## src/hw/rtl/cdfp_pkg.sv

```systemverilog
`default_nettype none
package cdfp_pkg;

    localparam int MAX_FIELD_CHARS = 15;
    localparam int MAX_PIXELS      = 2097152;
    localparam int FRAC_BITS       = 16;

    localparam int CHR_W  = $clog2(MAX_FIELD_CHARS + 1);
    localparam int CNT_W  = $clog2(2 * MAX_PIXELS + 1);
    localparam int LIM_W  = (CNT_W > 22) ? CNT_W : 22;
    localparam int ACC_W  = 50;
    localparam int EXP_W  = 7;
    localparam int K_W    = 9;
    localparam int GAIN_W = 9;
    localparam int DIV_W  = 16;
    localparam int NUM_W  = 128;
    localparam int VAL_W  = 48;
    localparam int Q_W    = VAL_W + 1;
    localparam int IDX_W  = 21;
    localparam int ST_W   = 3;

    localparam int EXPO_GAIN = 260;
    localparam int EXP_CAP   = 127;
    localparam int K_MIN     = -30;
    localparam int NUM_TOP   = 120;

    localparam logic [3:0] CFG_PIXEL_LIMIT = 4'd0;
    localparam logic [3:0] CFG_EXP_ENABLE  = 4'd1;
    localparam logic [3:0] CFG_EXP_TIME    = 4'd2;
    localparam logic [3:0] CFG_RGBG        = 4'd3;

    localparam logic [ST_W-1:0] ST_VALUE     = 3'd0;
    localparam logic [ST_W-1:0] ST_EMPTY     = 3'd1;
    localparam logic [ST_W-1:0] ST_MALFORMED = 3'd2;
    localparam logic [ST_W-1:0] ST_TOO_MANY  = 3'd3;
    localparam logic [ST_W-1:0] ST_TOO_LONG  = 3'd4;
    localparam logic [ST_W-1:0] ST_NO_VALUE  = 3'd5;

    typedef struct packed {
        logic                   start;
        logic [ACC_W-1:0]       mant;
        logic signed [K_W-1:0]  k;
        logic [GAIN_W-1:0]      gain;
        logic [DIV_W-1:0]       div;
    } t_scale_req;

    typedef struct packed {
        logic             done;
        logic             over;
        logic [VAL_W-1:0] mag;
    } t_scale_rsp;

endpackage
`default_nettype wire

```

## src/hw/rtl/cdfp_scaler.sv

```systemverilog
`default_nettype none
// round(mant * gain * 2^FRAC_BITS * 10^k / div), one x10 or one
// compare-subtract per cycle. over is set when the result reaches 2^48.
module cdfp_scaler (
    input  wire logic                  i_clk,
    input  wire logic                  i_rst_n,
    input  wire cdfp_pkg::t_scale_req  i_req,
    output cdfp_pkg::t_scale_rsp       o_rsp
);
    localparam int PROD_W = cdfp_pkg::ACC_W + cdfp_pkg::GAIN_W;
    localparam int DSR_W  = cdfp_pkg::NUM_W + cdfp_pkg::Q_W;
    localparam int CNT_W  = $clog2(cdfp_pkg::Q_W);

    typedef enum logic [1:0] {S_IDLE, S_SCALE, S_DIV, S_DONE} t_state;

    t_state                          r_state, n_state;
    logic [cdfp_pkg::NUM_W-1:0]      r_num, n_num;
    logic [cdfp_pkg::NUM_W-1:0]      r_den, n_den;
    logic signed [cdfp_pkg::K_W-1:0] r_k, n_k;
    logic [cdfp_pkg::NUM_W-1:0]      r_rem, n_rem;
    logic [DSR_W-1:0]                r_dsr, n_dsr;
    logic [cdfp_pkg::Q_W-1:0]        r_q, n_q;
    logic [CNT_W-1:0]                r_cnt, n_cnt;

    logic [PROD_W-1:0]               prod;
    logic [cdfp_pkg::NUM_W-1:0]      x10_src, x10;
    logic                            ge;

    always_comb begin
        prod    = PROD_W'(i_req.mant) * PROD_W'(i_req.gain);
        x10_src = (r_k > 0) ? r_num : r_den;
        x10     = (x10_src << 3) + (x10_src << 1);
        ge      = {{cdfp_pkg::Q_W{1'b0}}, r_rem} >= r_dsr;

        n_state = r_state;
        n_num   = r_num;
        n_den   = r_den;
        n_k     = r_k;
        n_rem   = r_rem;
        n_dsr   = r_dsr;
        n_q     = r_q;
        n_cnt   = r_cnt;

        case (r_state)
            S_IDLE: begin
                if (i_req.start) begin
                    if (i_req.mant == '0 || i_req.k <= cdfp_pkg::K_MIN) begin
                        n_q     = '0;
                        n_state = S_DONE;
                    end else begin
                        n_num   = {{(cdfp_pkg::NUM_W-PROD_W){1'b0}}, prod}
                                  << cdfp_pkg::FRAC_BITS;
                        n_den   = {{(cdfp_pkg::NUM_W-cdfp_pkg::DIV_W){1'b0}}, i_req.div};
                        n_k     = i_req.k;
                        n_state = S_SCALE;
                    end
                end
            end
            S_SCALE: begin
                if (r_k > 0) begin
                    if (|r_num[cdfp_pkg::NUM_W-1:cdfp_pkg::NUM_TOP]) begin
                        n_q     = {1'b1, {cdfp_pkg::VAL_W{1'b0}}};
                        n_state = S_DONE;
                    end else begin
                        n_num = x10;
                        n_k   = r_k - cdfp_pkg::K_W'(1);
                    end
                end else if (r_k < 0) begin
                    n_den = x10;
                    n_k   = r_k + cdfp_pkg::K_W'(1);
                end else begin
                    // (2*num + den) / (2*den) gives round half up
                    n_rem   = (r_num << 1) + r_den;
                    n_dsr   = {{(cdfp_pkg::Q_W-1){1'b0}}, r_den, 1'b0} << cdfp_pkg::VAL_W;
                    n_q     = '0;
                    n_cnt   = CNT_W'(cdfp_pkg::Q_W - 1);
                    n_state = S_DIV;
                end
            end
            S_DIV: begin
                n_q   = {r_q[cdfp_pkg::Q_W-2:0], ge};
                if (ge) n_rem = r_rem - r_dsr[cdfp_pkg::NUM_W-1:0];
                n_dsr = r_dsr >> 1;
                if (r_cnt == '0) begin
                    n_state = S_DONE;
                end else begin
                    n_cnt = r_cnt - CNT_W'(1);
                end
            end
            S_DONE: begin
                n_state = S_IDLE;
            end
            default: begin
                n_state = S_IDLE;
            end
        endcase
    end

    always_ff @(posedge i_clk) begin
        if (!i_rst_n) begin
            r_state <= S_IDLE;
        end else begin
            r_state <= n_state;
        end
        r_num <= n_num;
        r_den <= n_den;
        r_k   <= n_k;
        r_rem <= n_rem;
        r_dsr <= n_dsr;
        r_q   <= n_q;
        r_cnt <= n_cnt;
    end

    assign o_rsp.done = (r_state == S_DONE);
    assign o_rsp.over = r_q[cdfp_pkg::Q_W-1];
    assign o_rsp.mag  = r_q[cdfp_pkg::VAL_W-1:0];

endmodule
`default_nettype wire

```

## src/hw/rtl/csv_decimal_field_parser_top.sv

```systemverilog
`default_nettype none
// CSV decimal field parser.
// Input channel: one text byte per word (i_text_byte, i_end_of_stream),
// taken when i_in_valid is high and o_in_stall is low. Output channel: one
// result word (value Q31.16, pixel index, status, last) offered on
// o_out_valid, held while i_out_stall is high. Config writes go through
// i_cfg_valid/o_cfg_ready with a register index; ready is always high.
// A byte that ends a field is scaled: with k the exponent minus the fraction
// digits, the shared x10 unit runs up to |k| steps, then the compare-subtract
// unit produces 49 quotient bits, one per cycle.
// A finished result sits in the output register; the next byte is accepted
// meanwhile, and the block waits only if a new result is ready while the
// old one is still stalled.
// Reset (synchronous, active low) clears the field, the field count, the
// halt flag and loads the register defaults. After an error result the
// parser halts: bytes are taken and dropped until reset.
module csv_decimal_field_parser_top (
    input  wire logic                           i_clk,
    input  wire logic                           i_rst_n,
    input  wire logic                           i_in_valid,
    output logic                                o_in_stall,
    input  wire logic [7:0]                     i_text_byte,
    input  wire logic                           i_end_of_stream,
    output logic                                o_out_valid,
    input  wire logic                           i_out_stall,
    output logic signed [cdfp_pkg::VAL_W-1:0]   o_value,
    output logic [cdfp_pkg::IDX_W-1:0]          o_pixel_index,
    output logic [cdfp_pkg::ST_W-1:0]           o_status,
    output logic                                o_last,
    input  wire logic                           i_cfg_valid,
    output logic                                o_cfg_ready,
    input  wire logic [3:0]                     i_cfg_index,
    input  wire logic [21:0]                    i_cfg_data
);
    localparam logic [7:0] CH_COMMA = 8'h2C;
    localparam logic [7:0] CH_LF    = 8'h0A;
    localparam logic [7:0] CH_E     = 8'h65;
    localparam logic [7:0] CH_DOT   = 8'h2E;
    localparam logic [7:0] CH_MINUS = 8'h2D;
    localparam logic [7:0] CH_PLUS  = 8'h2B;
    localparam logic [7:0] CH_ZERO  = 8'h30;
    localparam logic [7:0] CH_NINE  = 8'h39;

    localparam int FL_SCI  = 0;
    localparam int FL_DOT  = 1;
    localparam int FL_NEG  = 2;
    localparam int FL_ENEG = 3;
    localparam int FL_EPOS = 4;
    localparam int FL_EDOT = 5;

    localparam int CW = cdfp_pkg::CHR_W;
    localparam int NW = cdfp_pkg::CNT_W;
    localparam int VW = cdfp_pkg::VAL_W;

    typedef enum logic [1:0] {S_IDLE, S_END, S_WAIT, S_EMIT} t_state;

    t_state                            r_state, n_state;
    logic [cdfp_pkg::ACC_W-1:0]        r_macc, n_macc;
    logic [CW-1:0]                     r_mchars, n_mchars;
    logic [CW-1:0]                     r_frac, n_frac;
    logic [cdfp_pkg::EXP_W-1:0]        r_eacc, n_eacc;
    logic [CW-1:0]                     r_echars, n_echars;
    logic [5:0]                        r_flags, n_flags;
    logic [NW-1:0]                     r_count, n_count;
    logic                              r_halted, n_halted;
    logic [21:0]                       r_cfg_limit, n_cfg_limit;
    logic                              r_cfg_exp_en, n_cfg_exp_en;
    logic [15:0]                       r_cfg_exp_time, n_cfg_exp_time;
    logic                              r_cfg_rgbg, n_cfg_rgbg;
    logic                              r_eos, n_eos;
    logic                              r_neg, n_neg;
    logic [VW-1:0]                     r_p_value, n_p_value;
    logic [cdfp_pkg::IDX_W-1:0]        r_p_idx, n_p_idx;
    logic [cdfp_pkg::ST_W-1:0]         r_p_status, n_p_status;
    logic                              r_p_last, n_p_last;
    logic                              r_out_valid, n_out_valid;
    logic [VW-1:0]                     r_o_value, n_o_value;
    logic [cdfp_pkg::IDX_W-1:0]        r_o_idx, n_o_idx;
    logic [cdfp_pkg::ST_W-1:0]         r_o_status, n_o_status;
    logic                              r_o_last, n_o_last;
    cdfp_pkg::t_scale_req              r_req, n_req;
    cdfp_pkg::t_scale_rsp              scale_rsp;

    logic                              is_digit, sci, fail, delim, open_field;
    logic [cdfp_pkg::ST_W-1:0]         fcode;
    logic [cdfp_pkg::ACC_W+3:0]        macc_w;
    logic [10:0]                       eacc_w;
    logic signed [cdfp_pkg::K_W-1:0]   k_exp, k_val;
    logic [NW-1:0]                     idx;
    logic [cdfp_pkg::LIM_W-1:0]        limit;
    logic [VW:0]                       mag, sat, neg_sat;

    cdfp_scaler u_scaler (
        .i_clk   (i_clk),
        .i_rst_n (i_rst_n),
        .i_req   (r_req),
        .o_rsp   (scale_rsp)
    );

    always_comb begin
        is_digit = (i_text_byte >= CH_ZERO) && (i_text_byte <= CH_NINE);
        sci      = r_flags[FL_SCI];
        macc_w   = {r_macc, 3'b000} + {2'b00, r_macc, 1'b0}
                 + {{cdfp_pkg::ACC_W{1'b0}}, i_text_byte[3:0]};
        eacc_w   = {1'b0, r_eacc, 3'b000} + {3'b000, r_eacc, 1'b0}
                 + {7'd0, i_text_byte[3:0]};
        k_exp    = r_flags[FL_SCI]
                 ? (r_flags[FL_ENEG] ? -$signed({2'b00, r_eacc}) : $signed({2'b00, r_eacc}))
                 : '0;
        k_val    = k_exp - $signed({{(cdfp_pkg::K_W-CW){1'b0}}, r_frac});
        idx      = r_cfg_rgbg ? (r_count >> 1) : r_count;
        limit    = ({{(cdfp_pkg::LIM_W-22){1'b0}}, r_cfg_limit}
                    < cdfp_pkg::LIM_W'(cdfp_pkg::MAX_PIXELS))
                 ? {{(cdfp_pkg::LIM_W-22){1'b0}}, r_cfg_limit}
                 : cdfp_pkg::LIM_W'(cdfp_pkg::MAX_PIXELS);
        mag      = {scale_rsp.over, scale_rsp.mag};
        if (r_neg) begin
            sat = (mag > {2'b01, {(VW-1){1'b0}}}) ? {2'b01, {(VW-1){1'b0}}} : mag;
        end else begin
            sat = (mag > {2'b00, {(VW-1){1'b1}}}) ? {2'b00, {(VW-1){1'b1}}} : mag;
        end
        neg_sat  = ~sat + (VW+1)'(1);

        fail       = 1'b0;
        fcode      = cdfp_pkg::ST_MALFORMED;
        delim      = 1'b0;
        open_field = 1'b0;

        n_state        = r_state;
        n_macc         = r_macc;
        n_mchars       = r_mchars;
        n_frac         = r_frac;
        n_eacc         = r_eacc;
        n_echars       = r_echars;
        n_flags        = r_flags;
        n_count        = r_count;
        n_halted       = r_halted;
        n_cfg_limit    = r_cfg_limit;
        n_cfg_exp_en   = r_cfg_exp_en;
        n_cfg_exp_time = r_cfg_exp_time;
        n_cfg_rgbg     = r_cfg_rgbg;
        n_eos          = r_eos;
        n_neg          = r_neg;
        n_p_value      = r_p_value;
        n_p_idx        = r_p_idx;
        n_p_status     = r_p_status;
        n_p_last       = r_p_last;
        n_out_valid    = r_out_valid;
        n_o_value      = r_o_value;
        n_o_idx        = r_o_idx;
        n_o_status     = r_o_status;
        n_o_last       = r_o_last;
        n_req          = r_req;
        n_req.start    = 1'b0;

        if (r_out_valid && !i_out_stall) n_out_valid = 1'b0;

        if (i_cfg_valid) begin
            case (i_cfg_index)
                cdfp_pkg::CFG_PIXEL_LIMIT: n_cfg_limit    = i_cfg_data;
                cdfp_pkg::CFG_EXP_ENABLE:  n_cfg_exp_en   = i_cfg_data[0];
                cdfp_pkg::CFG_EXP_TIME:    n_cfg_exp_time = i_cfg_data[15:0];
                cdfp_pkg::CFG_RGBG:        n_cfg_rgbg     = i_cfg_data[0];
                default: begin
                end
            endcase
        end

        case (r_state)
            S_IDLE: begin
                if (i_in_valid && !r_halted) begin
                    case (i_text_byte)
                        CH_COMMA, CH_LF: delim = 1'b1;
                        CH_E: n_flags[FL_SCI] = 1'b1;
                        CH_DOT: begin
                            if (r_flags[FL_DOT]) begin
                                fail = 1'b1;
                            end else if (sci) begin
                                if (r_echars >= CW'(cdfp_pkg::MAX_FIELD_CHARS)) begin
                                    fail  = 1'b1;
                                    fcode = cdfp_pkg::ST_TOO_LONG;
                                end
                                n_echars         = r_echars + CW'(1);
                                n_flags[FL_DOT]  = 1'b1;
                                n_flags[FL_EDOT] = 1'b1;
                            end else begin
                                if (r_mchars >= CW'(cdfp_pkg::MAX_FIELD_CHARS)) begin
                                    fail  = 1'b1;
                                    fcode = cdfp_pkg::ST_TOO_LONG;
                                end
                                n_mchars        = r_mchars + CW'(1);
                                n_flags[FL_DOT] = 1'b1;
                            end
                        end
                        CH_MINUS: begin
                            if (sci) begin
                                if (r_echars != '0) fail = 1'b1;
                                n_flags[FL_ENEG] = 1'b1;
                            end else begin
                                if (r_flags[FL_NEG] || r_mchars != '0) fail = 1'b1;
                                n_mchars        = r_mchars + CW'(1);
                                n_flags[FL_NEG] = 1'b1;
                            end
                        end
                        CH_PLUS: begin
                            if (!sci || r_echars != '0) fail = 1'b1;
                            n_flags[FL_EPOS] = 1'b1;
                        end
                        default: begin
                            if (is_digit) begin
                                if (sci) begin
                                    if (r_echars >= CW'(cdfp_pkg::MAX_FIELD_CHARS)) begin
                                        fail  = 1'b1;
                                        fcode = cdfp_pkg::ST_TOO_LONG;
                                    end
                                    n_echars = r_echars + CW'(1);
                                    if (!r_flags[FL_EDOT]) begin
                                        n_eacc = (eacc_w > 11'(cdfp_pkg::EXP_CAP))
                                               ? cdfp_pkg::EXP_W'(cdfp_pkg::EXP_CAP)
                                               : eacc_w[cdfp_pkg::EXP_W-1:0];
                                    end
                                end else begin
                                    if (r_mchars >= CW'(cdfp_pkg::MAX_FIELD_CHARS)) begin
                                        fail  = 1'b1;
                                        fcode = cdfp_pkg::ST_TOO_LONG;
                                    end
                                    n_mchars = r_mchars + CW'(1);
                                    n_macc   = (|macc_w[cdfp_pkg::ACC_W+3:cdfp_pkg::ACC_W])
                                             ? {cdfp_pkg::ACC_W{1'b1}}
                                             : macc_w[cdfp_pkg::ACC_W-1:0];
                                    if (r_flags[FL_DOT]) n_frac = r_frac + CW'(1);
                                end
                            end
                        end
                    endcase
                    open_field = (n_mchars != '0) || (n_echars != '0) || (n_flags != '0);
                    if (fail) begin
                        n_halted   = 1'b1;
                        n_p_value  = '0;
                        n_p_idx    = '0;
                        n_p_status = fcode;
                        n_p_last   = 1'b1;
                        n_state    = S_EMIT;
                    end else if (delim || (i_end_of_stream && open_field)) begin
                        n_eos   = i_end_of_stream;
                        n_state = S_END;
                    end else if (i_end_of_stream) begin
                        n_macc     = '0;
                        n_mchars   = '0;
                        n_frac     = '0;
                        n_eacc     = '0;
                        n_echars   = '0;
                        n_flags    = '0;
                        n_count    = '0;
                        n_p_value  = '0;
                        n_p_idx    = '0;
                        n_p_status = cdfp_pkg::ST_NO_VALUE;
                        n_p_last   = 1'b1;
                        n_state    = S_EMIT;
                    end
                end
            end
            S_END: begin
                n_p_value = '0;
                n_p_idx   = '0;
                n_p_last  = 1'b1;
                if (r_mchars == '0) begin
                    n_halted   = 1'b1;
                    n_p_status = cdfp_pkg::ST_EMPTY;
                    n_state    = S_EMIT;
                end else if (r_cfg_rgbg && r_count[0]) begin
                    // odd field in RGBG mode: dropped without a value; at end of stream a no-value marker follows
                    n_macc   = '0;
                    n_mchars = '0;
                    n_frac   = '0;
                    n_eacc   = '0;
                    n_echars = '0;
                    n_flags  = '0;
                    n_count  = r_count + NW'(1);
                    if (r_eos) begin
                        n_count    = '0;
                        n_p_status = cdfp_pkg::ST_NO_VALUE;
                        n_state    = S_EMIT;
                    end else begin
                        n_state = S_IDLE;
                    end
                end else if (r_flags[FL_SCI] && (r_flags[FL_ENEG] == r_flags[FL_EPOS])) begin
                    n_halted   = 1'b1;
                    n_p_status = cdfp_pkg::ST_MALFORMED;
                    n_state    = S_EMIT;
                end else if (cdfp_pkg::LIM_W'(idx) >= limit) begin
                    n_halted   = 1'b1;
                    n_p_status = cdfp_pkg::ST_TOO_MANY;
                    n_state    = S_EMIT;
                end else begin
                    n_req.start = 1'b1;
                    n_req.mant  = r_macc;
                    n_req.k     = k_val;
                    n_req.gain  = r_cfg_exp_en ? cdfp_pkg::GAIN_W'(cdfp_pkg::EXPO_GAIN)
                                               : cdfp_pkg::GAIN_W'(1);
                    n_req.div   = (r_cfg_exp_en && r_cfg_exp_time != '0)
                                ? r_cfg_exp_time : cdfp_pkg::DIV_W'(1);
                    n_neg       = r_flags[FL_NEG];
                    n_p_idx     = idx[cdfp_pkg::IDX_W-1:0];
                    n_p_status  = cdfp_pkg::ST_VALUE;
                    n_p_last    = r_eos;
                    n_macc      = '0;
                    n_mchars    = '0;
                    n_frac      = '0;
                    n_eacc      = '0;
                    n_echars    = '0;
                    n_flags     = '0;
                    n_count     = r_eos ? '0 : r_count + NW'(1);
                    n_state     = S_WAIT;
                end
            end
            S_WAIT: begin
                if (scale_rsp.done) begin
                    n_p_value = r_neg ? neg_sat[VW-1:0] : sat[VW-1:0];
                    n_state   = S_EMIT;
                end
            end
            S_EMIT: begin
                if (!r_out_valid || !i_out_stall) begin
                    n_out_valid = 1'b1;
                    n_o_value   = r_p_value;
                    n_o_idx     = r_p_idx;
                    n_o_status  = r_p_status;
                    n_o_last    = r_p_last;
                    n_state     = S_IDLE;
                end
            end
            default: begin
                n_state = S_IDLE;
            end
        endcase
    end

    always_ff @(posedge i_clk) begin
        if (!i_rst_n) begin
            r_state        <= S_IDLE;
            r_macc         <= '0;
            r_mchars       <= '0;
            r_frac         <= '0;
            r_eacc         <= '0;
            r_echars       <= '0;
            r_flags        <= '0;
            r_count        <= '0;
            r_halted       <= 1'b0;
            r_cfg_limit    <= 22'd1555200;
            r_cfg_exp_en   <= 1'b0;
            r_cfg_exp_time <= 16'd1;
            r_cfg_rgbg     <= 1'b0;
            r_out_valid    <= 1'b0;
            r_req.start    <= 1'b0;
        end else begin
            r_state        <= n_state;
            r_macc         <= n_macc;
            r_mchars       <= n_mchars;
            r_frac         <= n_frac;
            r_eacc         <= n_eacc;
            r_echars       <= n_echars;
            r_flags        <= n_flags;
            r_count        <= n_count;
            r_halted       <= n_halted;
            r_cfg_limit    <= n_cfg_limit;
            r_cfg_exp_en   <= n_cfg_exp_en;
            r_cfg_exp_time <= n_cfg_exp_time;
            r_cfg_rgbg     <= n_cfg_rgbg;
            r_out_valid    <= n_out_valid;
            r_req.start    <= n_req.start;
        end
        r_req.mant <= n_req.mant;
        r_req.k    <= n_req.k;
        r_req.gain <= n_req.gain;
        r_req.div  <= n_req.div;
        r_eos      <= n_eos;
        r_neg      <= n_neg;
        r_p_value  <= n_p_value;
        r_p_idx    <= n_p_idx;
        r_p_status <= n_p_status;
        r_p_last   <= n_p_last;
        r_o_value  <= n_o_value;
        r_o_idx    <= n_o_idx;
        r_o_status <= n_o_status;
        r_o_last   <= n_o_last;
    end

    assign o_in_stall    = (r_state != S_IDLE);
    assign o_cfg_ready   = 1'b1;
    assign o_out_valid   = r_out_valid;
    assign o_value       = r_o_value;
    assign o_pixel_index = r_o_idx;
    assign o_status      = r_o_status;
    assign o_last        = r_o_last;

endmodule
`default_nettype wire

```

## config.mk

```make
export PLATFORM = sky130hd
export DESIGN_NAME = csv_decimal_field_parser_top
export DESIGN_NICKNAME = d
export VERILOG_FILES = /design/src/hw/rtl/cdfp_pkg.sv /design/src/hw/rtl/cdfp_scaler.sv /design/src/hw/rtl/csv_decimal_field_parser_top.sv
export SDC_FILE = /design/constraint.sdc
export NUM_CORES = 2
export LEC_CHECK = 0
export BUFFER_PORTS_ARGS = -buffer_cell sky130_fd_sc_hd__buf_2
export CAP_MARGIN = 5
export CELL_PAD_IN_SITES_DETAIL_PLACEMENT = 2
export CELL_PAD_IN_SITES_GLOBAL_PLACEMENT = 2
export CORE_AREA = 2 2 417 419
export DETAILED_ROUTE_END_ITERATION = 12
export DIE_AREA = 0 0 419 421
export PLACE_DENSITY_LB_ADDON = 0.1
export SLEW_MARGIN = 30
export SYNTH_ARGS = -nofsm -noshare
export SYNTH_HDL_FRONTEND = slang
export SYNTH_SLANG_ARGS = --single-unit
```

## constraint.sdc

```tcl
create_clock -name i_clk -period 27.4 [get_ports i_clk]
set_clock_uncertainty 0.1 [all_clocks]
set_input_delay 4.11 -clock i_clk [delete_from_list [all_inputs] [get_ports i_clk]]
set_output_delay 4.11 -clock i_clk [all_outputs]
set_load 0.01 [all_outputs]
```

**After elaboration in Yosys (flattened, before gate mapping)**

Cells that the tools add are included.

- Multipliers: 1
- Divide/modulo/power cells: 0
- $lt $le $gt $ge: 13
- Shift-type cells: 0
- $add $sub $neg: 17
- Mux-type cells: 229
- Reduce and logical (&&, ||, !) cells: 66
- Bitwise logic cells: 8
- Eq/ne operators: 47

Operators with widths:

| kind | number |
|---|---|
| 2-to-1 mux 128 bit | 11 |
| case mux 128 bit (2 select lines) | 3 |
| 2-to-1 mux 50 bit | 12 |
| 2-to-1 mux 48 bit | 9 |
| 2-to-1 mux 177 bit | 2 |
| case mux 177 bit (2 select lines) | 1 |
| adder 128 bit | 2 |
| 2-to-1 mux 49 bit | 5 |
| 2-to-1 mux 23 bit | 10 |
| greater-or-equal comparator 128 x 177 -> 1 bit | 1 |
| 2-to-1 mux 21 bit | 8 |
| case mux 49 bit (3 select lines) | 1 |
| case mux 48 bit (3 select lines) | 1 |
| subtractor 128 bit | 1 |
| 2-to-1 mux 127 bit | 1 |
| 2-to-1 mux 4 bit | 30 |
| case mux 50 bit (2 select lines) | 1 |
| 2-to-1 mux 7 bit | 13 |
| 2-to-1 mux 85 bit | 1 |
| 2-to-1 mux 9 bit | 8 |
| 2-to-1 mux 6 bit | 11 |
| multiplier 50 x 9 -> 59 bit | 1 |
| adder 53 x 51 -> 54 bit | 1 |
| adder 54 x 4 -> 54 bit | 1 |
| 76 further kinds | 246 |

- Bits of input ports: 40
- Register bits: 1,002
- Logic and storage cells: 418
- Output and inout bits: 76
- Memories kept: 0
- RAM bits: 0
- Memory bits (read-only): 0
- Latch bits: 0

**Longest topological paths before layout**

- Word-level depth: 15
- Depth in mapped cells: 25
- Depth with buffers taken out: 21

**Cells and area by module**

A second synthesis with hierarchy kept.

- Cells, all modules: 9,803
- Area total of the unflattened synthesis: 86,400.4 um^2

Modules (own cells, without submodules):

| module | instances | area each (um^2) | seq. area each (um^2) | cells an instance |
|---|---|---|---|---|
| cdfp_scaler | 1 | 65,073.7 | 18,778.0 | 7,546 |
| csv_decimal_field_parser_top | 1 | 21,326.7 | 9,619.2 | 2,257 |

**Worst setup path after synthesis**

OpenSTA, ideal clock, no wires.

- Path kind: register to register
- From: register u_scaler.r_rem[44] (netlist name)
- To: register u_scaler.r_rem[0] (netlist name) (enable)
- Data required time: 26.643 ns
- Arrival: 9.258 ns
- Setup time: 0.657 ns
- Cell stages (with the launch flop): 15
- Path buffers: 1
- Clock period less this slack: 10.015 ns
- Slack: 17.385 ns
- Cells stage by stage: edfxtp_1 -> ha_1 -> clkbuf_2 -> and4_1 -> nand2_1 -> or3_1 -> or4_1 -> a211oi_1 -> o2111a_1 -> o211ai_1 -> nand3b_1 -> a41oi_2 -> nor4b_1 -> o21ai_1 -> a21oi_1

- Longest elaborated chain between the ends: 3

Ends and longest elaborated chain:

| element | RTL line | text |
|---|---|---|
| start, declared | cdfp_scaler.sv:20 | `logic [cdfp_pkg::NUM_W-1:0] r_rem, n_rem;` |
| start signal, assigned | cdfp_scaler.sv:108 | `r_rem <= n_rem;` |
| greater-or-equal comparator 128 x 177 -> 1 bit | cdfp_scaler.sv:33 | `ge = {{cdfp_pkg::Q_W{1'b0}}, r_rem} >= r_dsr;` |
| != test 2 x 1 -> 1 bit (no source line) | -- |  |
| AND reduction 4 bit (no source line) | -- |  |

No other way between the ends.
A chain may end at the register's enable or synchronous reset.

**Worst setup path after layout**

- From: input i_text_byte[3]
- To: register r_macc[18] (netlist name)

- Longest elaborated chain between the ends: 15
- Elaborated cells on any way between the ends: 62
- Those cells by class: add/sub: 1; order compare: 2; eq/ne: 6; mux: 39; reduce/logical: 14

Ends and longest elaborated chain:

| element | RTL line | text |
|---|---|---|
| start, declared | csv_decimal_field_parser_top.sv:22 | `input wire logic [7:0] i_text_byte,` |
| parallel branches: the longest is 12 deep, another holds adder 54 x 4 -> 54 bit | -- |  |
| 2-to-1 mux 50 bit (*) | csv_decimal_field_parser_top.sv:237 | `if (fail) begin` |
| 2-to-1 mux 50 bit (*) | csv_decimal_field_parser_top.sv:171 | `if (i_in_valid && !r_halted) begin` |
| case mux 50 bit (2 select lines) (*) | csv_decimal_field_parser_top.sv:169 | `case (r_state)` |
| end signal, assigned | csv_decimal_field_parser_top.sv:358 | `r_macc <= n_macc;` |
| end, declared | csv_decimal_field_parser_top.sv:58 | `logic [cdfp_pkg::ACC_W-1:0] r_macc, n_macc;` |

Mark *: on every way between the ends. The select of a mux whose other input is x is not followed.

==> results by group <==
Finish
  • Non-Filler Instances: between 10000 and 15000
  • Share of cells above drive strength 1: 0.07248
  • Layout area overhead: 8.541%
  • Fin nets: 9316

STA
  • Max-slew violations: 0
  • Crit share post-route: 0.3092
  • Worst hold margin: 0.3225 ns
  • Worst slew pin tran: 1.091 ns
  • Normalized max-slew margin: 0.2629
  • Tmin final: 8.473 ns
  • Setup tns final: 0 ns
  • Fmax: 118.0 MHz
  • Final setup fails: 0
  • Unrepaired setup endpoints after global routing: no
  • Final hold vios: 0

Clocking
  • Worst-Skew Late Latency: 0.84 ns
  • Clk buf depth: 3
  • H-Tree Depth: 3
  • CTS Root Cell: clkbuf_16
  • Sink Count: 994
  • TritonCTS buffer count: 119
  • CTS tree: done
  • Clock Pin Slew Worst Setup and Hold Paths: ~0.06 ns
  • Post-CTS Setup Bufs: 0
  • Post-cts sizing count: 0
  • Hold-fix buffer count after cts: 0

Global route
  • Largest net degree at the start of global routing: 171
  • Global Route Usage Sum: 0.3368
  • First-pass GRT wire length: roughly 460000 um
  • Vias in the first global route: 73200
  • Gr ovfl total: 0
  • Antenna violations before repair: 6

Min path
  • Hold_sp: r_p_idx[13]
  • Hold depth: 0
  • Hold Path End: o_pixel_index[13]
  • Hold WC Path Type: register to register

Critical path
  • R2R Path Start: u_scaler.r_k[1]
  • Reg2reg path depth: 19
  • Register-to-register setup slack: between 15 and 20 ns
  • Critical path data required time: 27.94 ns
  • CP max-delay cell: nand3b_4
  • Max incr delay on CP: 0.60 ns
  • Crit end category: register
  • Setup Crit Path Kind: primary input to register
  • Delay-heaviest family, CP: compound AO/OA/AOI/OAI gates
  • Startpoint Class: primary input
  • FF-to-FF End: u_scaler.r_den[114]
  • Cell repeated most along the worst path: inv_1
  • Crit-path cells: buf_2 -> inv_1 -> fa_1 -> inv_1 -> ha_1 -> a211oi_2 -> o21ai_1 -> a2111oi_4 -> a211oi_1 -> o2111ai_1 -> nand3b_2 -> a21oi_2 -> o31a_1 -> nor3_1 -> nor4_2 -> nand3b_4 -> o21ai_0 -> nand2_1
  • Max FO, Critical Path: 53
  • Critical Path AT: 9.02 ns
  • Worst Path Buf+Inv: 3

Synth
  • Synth area leader: edfxtp_1
  • Top-area cell type share of the netlist area: 0.3316
  • Syn_nets: 9445
  • Count leader, synth: nand2_1
  • Syn_area_per_cell: 8.920 um^2
  • EDFF count, synth: between 800 and 900
  • Cells after Synth: 8620
  • Ys Warns: 0
  • Sequential fraction of the synthesis area: 0.3693
  • Synth Cell Area: approximately 77000 um^2
  • Commonest cells in the netlist: nand2_1 (1054), edfxtp_1 (849), a21oi_1 (812)
  • Synth unique cells: 108
  • Synth Flop Type: edfxtp_1
  • Ranking of synthesized cells by area: edfxtp_1 (33%), ha_1 (12%), a21oi_1 (5.3%)
  • Synthesized flop and latch total: 994
  • Post-synth ARST share: 0

Floorplanning
  • Die X: 419 um
  • Die ar.: 176400 um^2
  • Die H: 421 um
  • Core area: 172500 um^2
  • Initial core utilization: 0.4458
  • I/O pin count: 116
  • Row count: 153

Place
  • I/O Buffers: 114
  • Placed Cells: roughly 11000
  • HPWL Detailed: approximately 230000 um
  • Final GP Congestion: 0.9583

Detailed routing
  • Routed vias/inst: a little over 6
  • # DRC: 0
  • Via count: 67490
  • WL/cell: 27.84 um
  • TritonRoute pass-1 iters: 5
  • Routed Antenna Nets: 0
  • Number of DRC markers in iteration 0: 4516
  • Final WL: between 300000 and 400000 um

Pwr
  • Leakage power: 35.58 nW
  • Power Dens Cells: 105.4 nW/um^2
  • Peak VDD IR: a little over 0.06 mV

Run
  • Max-Cap Viols: 0

Status
  • Status: completed
==> per-stage QoR <==
step	total power, mW	util	cell area [um^2]	setup slack [ns]
floorplan	5.484	-	76890	17.39
global placement	6.752	0.4595	79250	18.36
detailed placement	6.953	0.4597	79290	18.12
CTS	8.722	0.4834	83380	18.89
global route	9.242	0.4838	83450	18.54
finish	8.797	0.4839	83460	18.93
==> cells in the final DEF, fill, tap and decap left out, drive strengths merged, types with 28 or more instances in the layout <==
cell    instances
buf           163
dfxtp         145
clkbuf        172
a31oi          55
nor4           74
mux2i          37
o21a           67
and3           55
a21oi         815
mux2          154
a21o          381
xor2          182
nand4         212
edfxtp        849
and2          208
o21bai        145
clkinv         36
nor2b          79
ha            732
o211ai         33
xnor2         301
fa             53
a211oi         70
o21ai         516
nand3         125
nand2b         60
nor2          716
or2            28
nand2        1054
nor3          114
inv           538
o31ai          36
or3            35
==> cell families (layout without fill, tap and decap cells) <==
logic type	count (synthesis)	in the layout	share of synthesized area
AOI/OAI and AO/OA	2368	2368	0.1943
adders and majority gates	785	785	0.1329
DFF	994	994	0.3693
muxes	191	191	0.02737
buffers and inverters	948	924	0.04706
other	1	3	0.00004877
xor gates and xnor gates	483	483	0.05502
and+or+nand+nor	2850	2850	0.1739
==> cell type report <==
type / count / area, um^2
Clock inverter: 54 / 703.2
Timing Repair Buffer: 163 / 1013
Clock buffer: 172 / 3379
Multi-Input combinational cell: 6678 / 45030
Inverter: 535 / 2019
Fill cell: 18550 / 89020
Tap cell: 2325 / 2909
Sequential cell: 994 / 28400
Antenna cell: 2 / 5.005
==> routing by layer <==
layer	global-route usage	routed length [um]	share of wire
met1	0.4348	131200	0.43
met2	0.5789	147900	0.49
met3	0.03383	12600	0.041
met4	0.1282	12320	0.041
met5	0	12	0.000039
==> power by group <==
part	total [mW]	switching, mW	internal (mW)
Combinational	4.65	3.15	1.50
Clock	1.69	0.734	0.957
Sequential	2.46	0.240	2.22
==> how the worst max path moves through the flow <==
stage,slack (ns),endpoint,cells after the start,from
floorplan,17.39,u_scaler.r_rem[0],14,u_scaler.r_rem[44]
global placement,18.36,r_macc[10],18,i_text_byte[3]
detailed placement,18.12,r_macc[18],18,i_text_byte[3]
CTS,18.89,r_macc[18],18,i_text_byte[3]
global route,18.54,r_macc[27],18,i_text_byte[3]
finish,18.93,r_macc[18],18,i_text_byte[3]
==> state kept, by name (all words and copies together), names as in the netlist, 3 cells and up <==
signal / cells
u_scaler.r_q: 49
u_scaler.r_k: 9
r_cfg_exp_time: 16
u_scaler.r_den: 128
o_status: 3
r_count: 23
r_mchars: 4
r_echars: 4
r_p_idx: 21
r_p_value: 48
u_scaler.r_dsr: 177
o_pixel_index: 21
r_cfg_limit: 22
r_req: 78
r_p_status: 3
r_eacc: 7
r_flags: 6
u_scaler.r_rem: 128
u_scaler.r_num: 127
r_frac: 4
o_value: 48
u_scaler.r_cnt: 6
r_macc: 50
(Power assumes the default switching activity.)
